**src/hw/rtl/atg_pkg.sv**
```systemverilog
// Types, codes and constants of the actuator transaction guard.
// No dependencies; used by atg_eval, the top level, the checker and the testbench.
package atg_pkg;

	typedef enum logic [1:0] {
		OP_START  = 2'd0,
		OP_ACK    = 2'd1,
		OP_CHECK  = 2'd2,
		OP_REINIT = 2'd3
	} op_t;

	typedef enum logic [4:0] {
		MODE_IDLE         = 5'b00001,
		MODE_AWAIT_ACCEPT = 5'b00010,
		MODE_AWAIT_APPLY  = 5'b00100,
		MODE_APPLIED      = 5'b01000,
		MODE_FAULT        = 5'b10000
	} mode_t;

	localparam logic [2:0] GS_IDLE         = 3'd0;
	localparam logic [2:0] GS_AWAIT_ACCEPT = 3'd1;
	localparam logic [2:0] GS_AWAIT_APPLY  = 3'd2;
	localparam logic [2:0] GS_APPLIED      = 3'd3;
	localparam logic [2:0] GS_FAULT        = 3'd4;

	localparam logic [3:0] REASON_IDLE       = 4'd0;
	localparam logic [3:0] REASON_PENDING    = 4'd1;
	localparam logic [3:0] REASON_STALE      = 4'd2;
	localparam logic [3:0] REASON_AWAIT_ACC  = 4'd3;
	localparam logic [3:0] REASON_NONMATCH   = 4'd4;
	localparam logic [3:0] REASON_AWAIT_APP  = 4'd5;
	localparam logic [3:0] REASON_PHASE      = 4'd6;
	localparam logic [3:0] REASON_CONFIRMED  = 4'd7;
	localparam logic [3:0] REASON_EXPIRED    = 4'd8;

	localparam logic [1:0] FAULT_NONE     = 2'd0;
	localparam logic [1:0] FAULT_MISMATCH = 2'd1;
	localparam logic [1:0] FAULT_TIMEOUT  = 2'd2;

	localparam logic [1:0] KIND_ACCEPTED = 2'd0;
	localparam logic [1:0] KIND_APPLIED  = 2'd1;

	localparam int FLAG_ACTIONABLE = 0;
	localparam int FLAG_BUS_OK     = 1;
	localparam int FLAG_CLAMPED    = 2;
	localparam int FLAG_AMBIGUOUS  = 3;

	localparam logic [31:0] WORD_ALL_ONES = 32'hFFFF_FFFF;

	typedef struct packed {
		logic [1:0]  op;
		logic [3:0]  flags;
		logic [31:0] request_seq;
		logic [31:0] decision_seq;
		logic [31:0] authorization_seq;
		logic [31:0] nonce_value;
		logic [15:0] requested_value;
		logic [31:0] deadline_time;
		logic [31:0] current_time;
		logic [1:0]  ack_kind;
		logic [15:0] accepted_value;
		logic [15:0] applied_value;
	} item_t;

	typedef struct packed {
		mode_t       mode;
		logic [3:0]  reason;
		logic [31:0] pend_rseq;
		logic [31:0] pend_dseq;
		logic [31:0] pend_aseq;
		logic [31:0] pend_nonce;
		logic [15:0] pend_code;
		logic [31:0] pend_deadline;
		logic [31:0] last_rseq;
		logic [31:0] last_aseq;
		logic [31:0] rejected;
		logic [1:0]  fault;
		logic        sticky;
	} guard_t;

	localparam guard_t GUARD_RESET = '{
		mode:          MODE_IDLE,
		reason:        REASON_IDLE,
		pend_rseq:     32'd0,
		pend_dseq:     32'd0,
		pend_aseq:     32'd0,
		pend_nonce:    32'd0,
		pend_code:     16'd0,
		pend_deadline: 32'd0,
		last_rseq:     32'd0,
		last_aseq:     32'd0,
		rejected:      32'd0,
		fault:         FAULT_NONE,
		sticky:        1'b0
	};

	function automatic logic [2:0] mode_code(mode_t m);
		logic [2:0] c;
		unique case (m)
			MODE_IDLE:         c = GS_IDLE;
			MODE_AWAIT_ACCEPT: c = GS_AWAIT_ACCEPT;
			MODE_AWAIT_APPLY:  c = GS_AWAIT_APPLY;
			MODE_APPLIED:      c = GS_APPLIED;
			MODE_FAULT:        c = GS_FAULT;
			default:           c = GS_FAULT;
		endcase
		return c;
	endfunction

endpackage

```
**src/hw/rtl/atg_eval.sv**
```systemverilog
// Next-state and ok decision of the guard for one item.
// Depends on atg_pkg.
module atg_eval (
	input  atg_pkg::item_t  item,
	input  atg_pkg::guard_t cur,
	output atg_pkg::guard_t nxt,
	output logic            ok
);

	function automatic atg_pkg::guard_t enter_fault(atg_pkg::guard_t s, logic [3:0] why,
			logic [1:0] code);
		atg_pkg::guard_t r;
		r = s;
		r.mode = atg_pkg::MODE_FAULT;
		r.reason = why;
		if (s.fault == atg_pkg::FAULT_NONE) begin
			r.fault = code;
		end
		r.sticky = 1'b1;
		return r;
	endfunction

	logic            echo_match;
	logic            start_bad;
	logic            awaiting;
	logic [31:0]     rej_inc;
	atg_pkg::guard_t rej_st;

	assign echo_match = (item.request_seq == cur.pend_rseq)
		&& (item.decision_seq == cur.pend_dseq)
		&& (item.authorization_seq == cur.pend_aseq)
		&& (item.nonce_value == cur.pend_nonce)
		&& (item.requested_value == cur.pend_code);

	assign start_bad = !item.flags[atg_pkg::FLAG_ACTIONABLE]
		|| (item.request_seq == 32'd0)
		|| (item.request_seq <= cur.last_rseq)
		|| (item.authorization_seq <= cur.last_aseq)
		|| (item.nonce_value == 32'd0)
		|| !(item.deadline_time > item.current_time);

	assign awaiting = (cur.mode == atg_pkg::MODE_AWAIT_ACCEPT)
		|| (cur.mode == atg_pkg::MODE_AWAIT_APPLY);

	// saturating rejection count
	assign rej_inc = (cur.rejected != atg_pkg::WORD_ALL_ONES) ? cur.rejected + 32'd1
		: cur.rejected;

	always_comb begin
		rej_st = cur;
		rej_st.rejected = rej_inc;
		nxt = cur;
		ok = 1'b0;
		case (item.op)
			atg_pkg::OP_START: begin
				if (cur.mode != atg_pkg::MODE_IDLE && cur.mode != atg_pkg::MODE_APPLIED) begin
					nxt = enter_fault(cur, atg_pkg::REASON_PENDING, atg_pkg::FAULT_MISMATCH);
				end else if (start_bad) begin
					nxt = enter_fault(cur, atg_pkg::REASON_STALE, atg_pkg::FAULT_MISMATCH);
				end else begin
					nxt.pend_rseq = item.request_seq;
					nxt.pend_dseq = item.decision_seq;
					nxt.pend_aseq = item.authorization_seq;
					nxt.pend_nonce = item.nonce_value;
					nxt.pend_code = item.requested_value;
					nxt.pend_deadline = item.deadline_time;
					nxt.last_rseq = item.request_seq;
					nxt.last_aseq = item.authorization_seq;
					nxt.mode = atg_pkg::MODE_AWAIT_ACCEPT;
					nxt.reason = atg_pkg::REASON_AWAIT_ACC;
					ok = 1'b1;
				end
			end
			atg_pkg::OP_ACK: begin
				if (!echo_match) begin
					nxt = enter_fault(rej_st, atg_pkg::REASON_NONMATCH,
						atg_pkg::FAULT_MISMATCH);
				end else if (cur.mode == atg_pkg::MODE_AWAIT_ACCEPT
						&& item.ack_kind == atg_pkg::KIND_ACCEPTED
						&& item.accepted_value == cur.pend_code) begin
					nxt.mode = atg_pkg::MODE_AWAIT_APPLY;
					nxt.reason = atg_pkg::REASON_AWAIT_APP;
					ok = 1'b1;
				end else if (cur.mode == atg_pkg::MODE_AWAIT_APPLY
						&& item.ack_kind == atg_pkg::KIND_APPLIED
						&& item.flags[atg_pkg::FLAG_BUS_OK]
						&& !item.flags[atg_pkg::FLAG_CLAMPED]
						&& !item.flags[atg_pkg::FLAG_AMBIGUOUS]
						&& item.accepted_value == cur.pend_code
						&& item.applied_value == cur.pend_code) begin
					nxt.mode = atg_pkg::MODE_APPLIED;
					nxt.reason = atg_pkg::REASON_CONFIRMED;
					ok = 1'b1;
				end else begin
					nxt = enter_fault(rej_st, atg_pkg::REASON_PHASE, atg_pkg::FAULT_MISMATCH);
				end
			end
			atg_pkg::OP_CHECK: begin
				if (awaiting && (item.current_time >= cur.pend_deadline)) begin
					nxt = enter_fault(cur, atg_pkg::REASON_EXPIRED, atg_pkg::FAULT_TIMEOUT);
				end else begin
					ok = (cur.mode != atg_pkg::MODE_FAULT);
				end
			end
			default: begin
				// reinitialize: the fault latch and fail-static flag survive
				nxt = atg_pkg::GUARD_RESET;
				nxt.fault = cur.fault;
				nxt.sticky = cur.sticky;
				ok = 1'b1;
			end
		endcase
	end

endmodule

```
**src/hw/rtl/actuator_transaction_guard_top.sv**
```systemverilog
// Top level of the actuator transaction guard: input register, guard state, result register.
// Depends on atg_pkg and atg_eval.
//
//  channel  | handshake           | payload
//  ---------+---------------------+-------------------------------------------
//  input    | in_valid / in_stall | op, flags, sequences, nonce, codes, times
//  result   | out_valid/out_stall | ok, guard_state, reason_code, counters
//
// One item per cycle sustained while the result is not stalled; an accepted item
// waits in the input register, then moves into the result register and leaves
// from there. The guard state updates as the item leaves the input register, so
// the next item already sees it. Reset (arst_n low) empties both registers and
// returns the guard to idle with no latched fault. A stalled result holds; the input
// register keeps accepting as long as its item can move on, otherwise in_stall is raised.
module actuator_transaction_guard_top (
	input  logic        clk,
	input  logic        arst_n,
	input  logic        in_valid,
	output logic        in_stall,
	input  logic [1:0]  op,
	input  logic [3:0]  flags,
	input  logic [31:0] request_seq,
	input  logic [31:0] decision_seq,
	input  logic [31:0] authorization_seq,
	input  logic [31:0] nonce_value,
	input  logic [15:0] requested_value,
	input  logic [31:0] deadline_time,
	input  logic [31:0] current_time,
	input  logic [1:0]  ack_kind,
	input  logic [15:0] accepted_value,
	input  logic [15:0] applied_value,
	output logic        out_valid,
	input  logic        out_stall,
	output logic        ok,
	output logic [2:0]  guard_state,
	output logic [3:0]  reason_code,
	output logic [31:0] rejected_count,
	output logic [1:0]  latched_fault_code,
	output logic        fail_static_flag
);

	// input register
	logic            valid_s1;
	atg_pkg::item_t  item_s1;

	// guard state
	atg_pkg::guard_t guard_q;
	atg_pkg::guard_t guard_nxt;
	logic            ok_nxt;

	// result register
	logic            valid_s2;
	logic            ok_s2;
	logic [2:0]      state_s2;
	logic [3:0]      reason_s2;
	logic [31:0]     rej_s2;
	logic [1:0]      fault_s2;
	logic            fail_s2;

	logic            adv_s1;
	logic            take_in;

	// s1 moves on when the result slot is free or being emptied
	assign adv_s1  = valid_s1 && (!valid_s2 || !out_stall);
	assign in_stall = valid_s1 && !adv_s1;
	assign take_in = in_valid && !in_stall;

	always_ff @(posedge clk or negedge arst_n) begin
		if (!arst_n) begin
			valid_s1 <= 1'b0;
		end else if (take_in) begin
			valid_s1 <= 1'b1;
		end else if (adv_s1) begin
			valid_s1 <= 1'b0;
		end
	end

	always_ff @(posedge clk) begin
		if (take_in) begin
			item_s1 <= '{
				op:                op,
				flags:             flags,
				request_seq:       request_seq,
				decision_seq:      decision_seq,
				authorization_seq: authorization_seq,
				nonce_value:       nonce_value,
				requested_value:   requested_value,
				deadline_time:     deadline_time,
				current_time:      current_time,
				ack_kind:          ack_kind,
				accepted_value:    accepted_value,
				applied_value:     applied_value
			};
		end
	end

	atg_eval u_eval (
		.item (item_s1),
		.cur  (guard_q),
		.nxt  (guard_nxt),
		.ok   (ok_nxt)
	);

	always_ff @(posedge clk or negedge arst_n) begin
		if (!arst_n) begin
			guard_q <= atg_pkg::GUARD_RESET;
		end else if (adv_s1) begin
			guard_q <= guard_nxt;
		end
	end

	always_ff @(posedge clk or negedge arst_n) begin
		if (!arst_n) begin
			valid_s2 <= 1'b0;
		end else if (adv_s1) begin
			valid_s2 <= 1'b1;
		end else if (!out_stall) begin
			valid_s2 <= 1'b0;
		end
	end

	// result is the guard as the item leaves it
	always_ff @(posedge clk) begin
		if (adv_s1) begin
			ok_s2     <= ok_nxt;
			state_s2  <= atg_pkg::mode_code(guard_nxt.mode);
			reason_s2 <= guard_nxt.reason;
			rej_s2    <= guard_nxt.rejected;
			fault_s2  <= guard_nxt.fault;
			fail_s2   <= guard_nxt.sticky;
		end
	end

	assign out_valid          = valid_s2;
	assign ok                 = ok_s2;
	assign guard_state        = state_s2;
	assign reason_code        = reason_s2;
	assign rejected_count     = rej_s2;
	assign latched_fault_code = fault_s2;
	assign fail_static_flag   = fail_s2;

endmodule

```
**config.mk**
```make
export PLATFORM = sky130hd
export DESIGN_NAME = actuator_transaction_guard_top
export DESIGN_NICKNAME = d
export VERILOG_FILES = /design/src/hw/rtl/atg_pkg.sv /design/src/hw/rtl/atg_eval.sv /design/src/hw/rtl/actuator_transaction_guard_top.sv
export SDC_FILE = /design/constraint.sdc
export NUM_CORES = 1
export LEC_CHECK = 0
export ABC_CLOCK_PERIOD_IN_PS = 8750
export BUFFER_PORTS_ARGS = -buffer_cell sky130_fd_sc_hd__clkbuf_2
export CORE_MARGIN = 1
export CORE_UTILIZATION = 45
export CTS_CLUSTER_SIZE = 30
export DETAILED_ROUTE_END_ITERATION = 6
export HOLD_SLACK_MARGIN = 0.15
export SLEW_MARGIN = 40
export SYNTH_ARGS = -nofsm -noshare
export SYNTH_HDL_FRONTEND = slang
export SYNTH_SLANG_ARGS = --single-unit
```
**constraint.sdc**
```tcl
create_clock -name clk -period 8.75 [get_ports clk]
set_clock_uncertainty 0.1 [all_clocks]
set_input_delay 1.75 -clock clk [delete_from_list [all_inputs] [get_ports clk]]
set_output_delay 1.75 -clock clk [all_outputs]
set_load 0.005 [all_outputs]
```
==> run metrics, run 1 <==
Worst-path clk slew 0.06 ns; Slew Limit Headroom 43.4%; WP data arrival 4.91 ns; post-CTS setup buffers 0; Buffers on Ports 296; RSZ-0062 raised after global routing false; Clock Tree Buf Depth 3; P&R area growth vs syn 17.0%; PD cells 198 nW/um^2; die area 55100 sq um; largest net degree at the start of global routing 103; core area 53100 sq um; Syn Nets 2530; met1 WL 28200 microns; HPWL Detailed 45800 microns; r2r worst-path depth 11; Data required, critical path 9.17 ns; Ant. Diodes 0; WHS Path Cells 2; RD Place Congestion 0.915; syn_area_per_cell 11.4 sq um; final setup TNS 0 ns; grt ovf 0; vias in the first global route 18100; CP delay by family, top simple AND/OR/NAND/NOR gates; First DRT Iteration DRCs 1365; fin nets 2803; final core area utilization 53.7%; CP Buf/Inv Count 1; Ports 297; # clock sinks 513; Die X 235 microns; reg-to-reg startpoint item_s1[95]; CP max FO 100; ys flop type edfxtp_1; CP peak stage delay 0.61 ns; Peak Freq 223 MHz; Residual DRC 0; uppermost routed layer met4; Post-CTS Hold Buffers 0; Max Slew Vio Count 0; number of distinct library cells after synthesis 70; wire per inst 20.8 microns; DR vias 18100; worst min-delay path startpoint guard_q[276]; CP endpoint kind flop; die span in y 235 microns; layout cell share with drive strength beyond 1 18.0%; first-pass GRT wire length 103000 microns; R2R setup slack 4.26 ns; TritonRoute pass-1 iters 6; MaxCap Viol Count 0; Vias/cell 5.73; starting density of the core 45.9%; critical path's slowest cell nor3_1; post-layout min period 4.49 ns; # resized after CTS 0; clock latency on the worst-skew pair 0.62 ns; actual slew at the worst max-slew pin 0.827 ns; Tcrit/Tclk final 51.3%; Hold Vio Cnt, Final 0; Fillers 4560; Hold Crit Class flop to flop; most numerous cell on the critical path nand4_1; WL final 65500 microns; gr usage total 23.8%; Ys Warns 0; VDD IR-drop max 0.164 mV; Mapped Cells 2145; initial antenna violation count 1; register area share after synthesis 58.7%; critical path startpoint category flop; Async SR Flop Fraction 43.3%; flops & latches, synth 513; CP Class flop to flop; WL met2 31900 microns; std cell rows 84; crit-path cells ha_1 -> nand4_1 -> or3_1 -> nor3_1 -> o41ai_1 -> o2111ai_1 -> nand4_1 -> nor2_4 -> buf_6 -> nand4_1 -> o21ai_0; Pleak 0.0115 uW; Root Driver clkbuf_16; EDFF count, synth 291; DR WL met3 3790 microns; worst r2r dst guard_q[253]; Setup violations, final 0; status complete, no violations; Post-DRT Antenna Nets 0; Mapped Area 24400 sq um; CTS tree done; H-tree depth 2; TritonCTS buffer count 55; Hold Path End guard_q[276]
==> per-layer routing <==
layer,vias up,track usage [%]
li1,8464,-
met1,8847,32.3
met2,657,39.5
met3,97,3.59
met4,0,7.52
met5,-,0
==> worst max-delay path by stage <==
stage / startpoint / endpoint / cells past startpoint
6_report: item_s1[95] / guard_q[253] / 11
5_1_grt: item_s1[95] / guard_q[258] / 11
4_1_cts: item_s1[95] / guard_q[253] / 12
3_5_place_dp: item_s1[95] / guard_q[247] / 12
3_3_place_gp: out_stall / guard_q[179] / 8
2_1_floorplan: out_stall / item_s1[0] / 2
==> worst min-delay path: stages, from the launching register on <==
cell	delay (ns)
dfrtp_1	0.34
nand2_1	0.05
o31ai_1	0.06
==> cells in the final DEF (no fill, tap or decap), types with 11 or more instances in the layout <==
cell type	synthesis	layout
a21o_1	17	16
a21oi_1	67	67
a22o_1	12	12
a31oi_1	12	12
and4_1	11	11
buf_4	0	14
clkbuf_1	104	15
clkbuf_16	0	55
clkbuf_2	0	295
dfrtp_1	221	221
edfxtp_1	291	291
ha_1	133	132
inv_1	227	226
mux2_2	12	12
mux2i_1	12	12
nand2_1	94	94
nand3_1	49	49
nand4_1	242	242
nor2_1	55	53
nor3_1	34	33
nor4_1	52	51
o21ai_0	224	224
o31ai_1	13	13
xnor2_1	62	62
xor2_1	59	59
==> synthesized netlist by cell type, drive strengths merged (3+ instances only) <==
library cell	instances	share of area [%]
edfxtp	291	36
and4b	3	0.12
a21oi	67	1.4
a22oi	5	0.15
nor4	52	1.3
o22ai	3	0.077
and4	11	0.40
mux2i	12	0.49
or3	9	0.23
and2	12	0.31
a22o	12	0.43
and3	10	0.26
nor2	56	0.89
inv	227	3.5
a31oi	12	0.31
nand2b	8	0.21
clkbuf	104	1.6
xnor2	62	2.2
o31ai	13	0.40
nor3	34	0.70
mux2	12	0.55
a2111oi	5	0.26
or2	7	0.18
a211oi	7	0.24
nand4	242	6.2
xor2	59	2.1
o211ai	5	0.15
nand2	94	1.4
a21boi	4	0.12
dfrtp	221	23
nand3	49	1.0
nor2b	6	0.15
o41ai	6	0.22
a21o	17	0.52
ha	133	6.8
or4	10	0.34
o21ai	228	4.7
buf	5	0.18
o2111ai	3	0.11
==> power by group <==
group | total [uW] | internal (uW) | switching (uW)
registers | 2770 | 2690 | 81.5
logic | 486 | 171 | 316
clock network | 2380 | 1400 | 972
total | 5630 | 4270 | 1370
==> cell type report <==
type	count	area, sq um	area share, %
clock buffer	71	1450	5.07
clock inverter	32	373	1.31
inverter	228	856	3.00
multi-input combinational	1295	8830	31.0
sequential	513	14300	50.1
tap	688	861	3.02
timing repair buffer	325	1840	6.46
==> kinds of logic (layout without fill, tap and decap cells) <==
family,Yosys count,in the layout,synth area share (%)
xor gates and xnor gates,121,121,4.35
and+or+nand+nor,612,612,14.1
adders and majority gates,133,133,6.83
DFF,513,513,58.7
muxes,24,24,1.05
AOI/OAI and AO/OA,405,405,9.71
buffers and inverters,337,656,5.29
==> state kept, by name, indices dropped and copies added (netlist names) <==
name / flops
fail_static_flag: 1
item_s1: 248
guard_q: 220
reason_code: 4
ok: 1
guard_state: 3
rejected_count: 32
out_valid: 1
latched_fault_code: 2
valid_s1: 1
==> per-stage QoR <==
stage                     std cells  worst slack (ns)  power (uW)  hold WS [ns]  cell area [sq um]
after global routing           3152              3.96        5840         0.431              28500
after CTS                      3148              3.85        5680         0.388              28400
after floorplan                2145             0.504        3070         0.346              24400
after global placement         3040              3.38        3280         0.361              26500
after detailed placement       3045              3.90        3300         0.374              26600
final                          3152              4.26        5630         0.385              28500
(Power assumes the default switching activity.)
==> inputs of run 2 (changes only) <==
- ABC_CLOCK_PERIOD_IN_PS: 8750 -> 4200
- clock period: 8.75 -> 4.2 ns (I/O delays scaled with it)
==> run 2 against run 1 <==
Effect of this change: utilization rose by 0.21 points; register-to-register slack worse by 4.0 ns; via count is 0.21% lower; non-clock buffer count grew 13; largest cell class unchanged; critical endpoint is now fail_static_flag; largest power group unchanged; combinational power is 110% higher; final cell count grew 0.48%; wire length is 1.1% higher.
==> run metrics, run 2 (same netlist as run 1, synthesis figures left out) <==
status complete, no violations; Data required, critical path 4.45 ns (-4.72 ns); Slew Limit Headroom 41.2% (-2.2 points); critical path startpoint category flop; commonest non-fill, non-tap cell in the layout clkbuf_2; crit-path cells xnor2_1 -> nand4_1 -> or4_1 -> or4_4 -> a2111oi_4 -> buf_12 -> nand2b_1 -> nand3_1 -> a22o_1; MaxCap Viol Count 0 (unchanged); Ports 297 (unchanged); WL final 66200 microns (+1.1%); most frequent cells in the layout 295 x clkbuf_2, 291 x edfxtp_1, 242 x nand4_1; clock latency on the worst-skew pair 0.62 ns (about the same); Clock Tree Buf Depth 3 (unchanged); CP max FO 12 (-88%); WL met2 31200 microns (-2.1%); PD cells 407 nW/um^2 (+110%); gr usage total 24.0% (+0.20 points); TritonRoute pass-1 iters 5 (-1); H-tree depth 2 (unchanged); Vias/cell 5.69 (-0.68%); Buffers on Ports 296 (unchanged); wire per inst 20.9 microns (+0.65%); CTS tree done; CP Class flop to flop; Tcrit/Tclk final 94.4% (+43 points); Hold Crit Class input pin to flop; Top reg by flops item_s1; uppermost routed layer met4; # clock sinks 513 (unchanged); P&R area growth vs syn 17.5%; fin nets 2816 (+0.46%); WP data arrival 4.22 ns (-0.69 ns); die span in y 235 microns (unchanged); starting density of the core 45.9% (unchanged); met1 WL 28800 microns (+2.0%); final core area utilization 53.9% (+0.21 points); CP peak stage delay 0.61 ns (about the same); Post-DRT Antenna Nets 0 (unchanged); Peak Freq 252 MHz (+13%); post-CTS setup buffers 0 (unchanged); power consumption 11600 uW (+110%); grt ovf 0 (unchanged); DR WL met3 3950 microns (+4.1%); DR vias 18000 (-0.21%); VDD IR-drop max 0.293 mV (+78%); post-layout min period 3.96 ns (-0.527 ns); max reg flops 248 (unchanged); actual slew at the worst max-slew pin 0.882 ns (+0.0545 ns); Worst-path clk slew 0.06 ns (about the same); Residual DRC 0 (unchanged); RSZ-0062 raised after global routing false; TritonCTS buffer count 55 (unchanged); Pleak 0.0116 uW (+0.64%); critical path's slowest cell or4_4; HPWL Detailed 45800 microns (-0.14%); Root Driver clkbuf_16; Max Slew Vio Count 0 (unchanged); Hold Vio Cnt, Final 0 (unchanged); vias in the first global route 17900 (-1.1%); Setup violations, final 0 (unchanged); initial antenna violation count 1 (unchanged); die area 55100 sq um (unchanged); CP endpoint kind flop; core area 53100 sq um (unchanged); RD Place Congestion 0.917 (+0.19%); R2R setup slack 0.24 ns (-4.02 ns); Die X 235 microns (unchanged); First DRT Iteration DRCs 1496 (+9.6%); largest net degree at the start of global routing 174 (+69%); layout cell share with drive strength beyond 1 18.2% (+0.19 points); first-pass GRT wire length 103000 microns (+0.32%); std cell rows 84 (unchanged)
==> run 2: stage by stage <==
stage / setup TNS, ns / setup WS, ns / hold WS, ns / cells / area [sq um]
after floorplan: 0 / 0.753 / 0.346 / 2145 / 24400
after global placement: -0.0425 / -0.0200 / 0.362 / 3061 / 26800
after detailed placement: 0 / 0.00372 / 0.373 / 3061 / 26800
after CTS: 0 / 0.200 / 0.253 / 3165 / 28600
after global routing: 0 / 0.0607 / 0.267 / 3166 / 28600
final: 0 / 0.237 / 0.293 / 3167 / 28600
==> run 2: path summary, 6_finish.rpt <==
kind                              startpoint                to  cells past startpoint
setup reg to reg                guard_q[134]  fail_static_flag                      9
max in group asynchronous             arst_n      guard_q[113]                      3
min in group asynchronous             arst_n      guard_q[136]                      2
setup / recovery                guard_q[134]  fail_static_flag                      9
hold / removal             accepted_value[8]       item_s1[24]                      1
hold reg to reg                 guard_q[277]      guard_q[277]                      2
==> run 2: metal layers <==
metal / vias up / track usage [%]
li1: 8494 / -
met1: 8766 / 33.1
met2: 644 / 38.7
met3: 123 / 3.13
met4: 0 / 9.63
met5: - / 0
==> run 2: power by group <==
group / switching (uW) / leakage (uW) / internal (uW)
Clock: 2020 / 0.000863 / 2810
Combinational: 669 / 0.00481 / 362
Sequential: 168 / 0.00589 / 5610
Total: 2860 / 0.0116 / 8780
==> run 2: worst max-delay path, delay by kind of cell, from the launching register on <==
family                    cells  cell delay, ns
and+or+nand+nor               5            1.78
AOI/OAI and AO/OA             2            0.67
xor gates and xnor gates      1            0.52
DFF                           1            0.44
buffers and inverters         1            0.19
==> run 2: repair_timing <==
action,in CTS,in global routing
gates resized for setup,1,1
hold buffers,1,0
cloned,0,0
setup endpoints to repair,4,2
endpoints found under the hold margin,33,0
==> run 2: layout make-up <==
class	instances	area [sq um]
timing repair buffer	338	1980
sequential	513	14300
multi-input combinational	1295	8830
clock buffer	75	1500
antenna	2	5.00
inverter	228	856
fill	4565	24500
clock inverter	28	283
tap	688	861
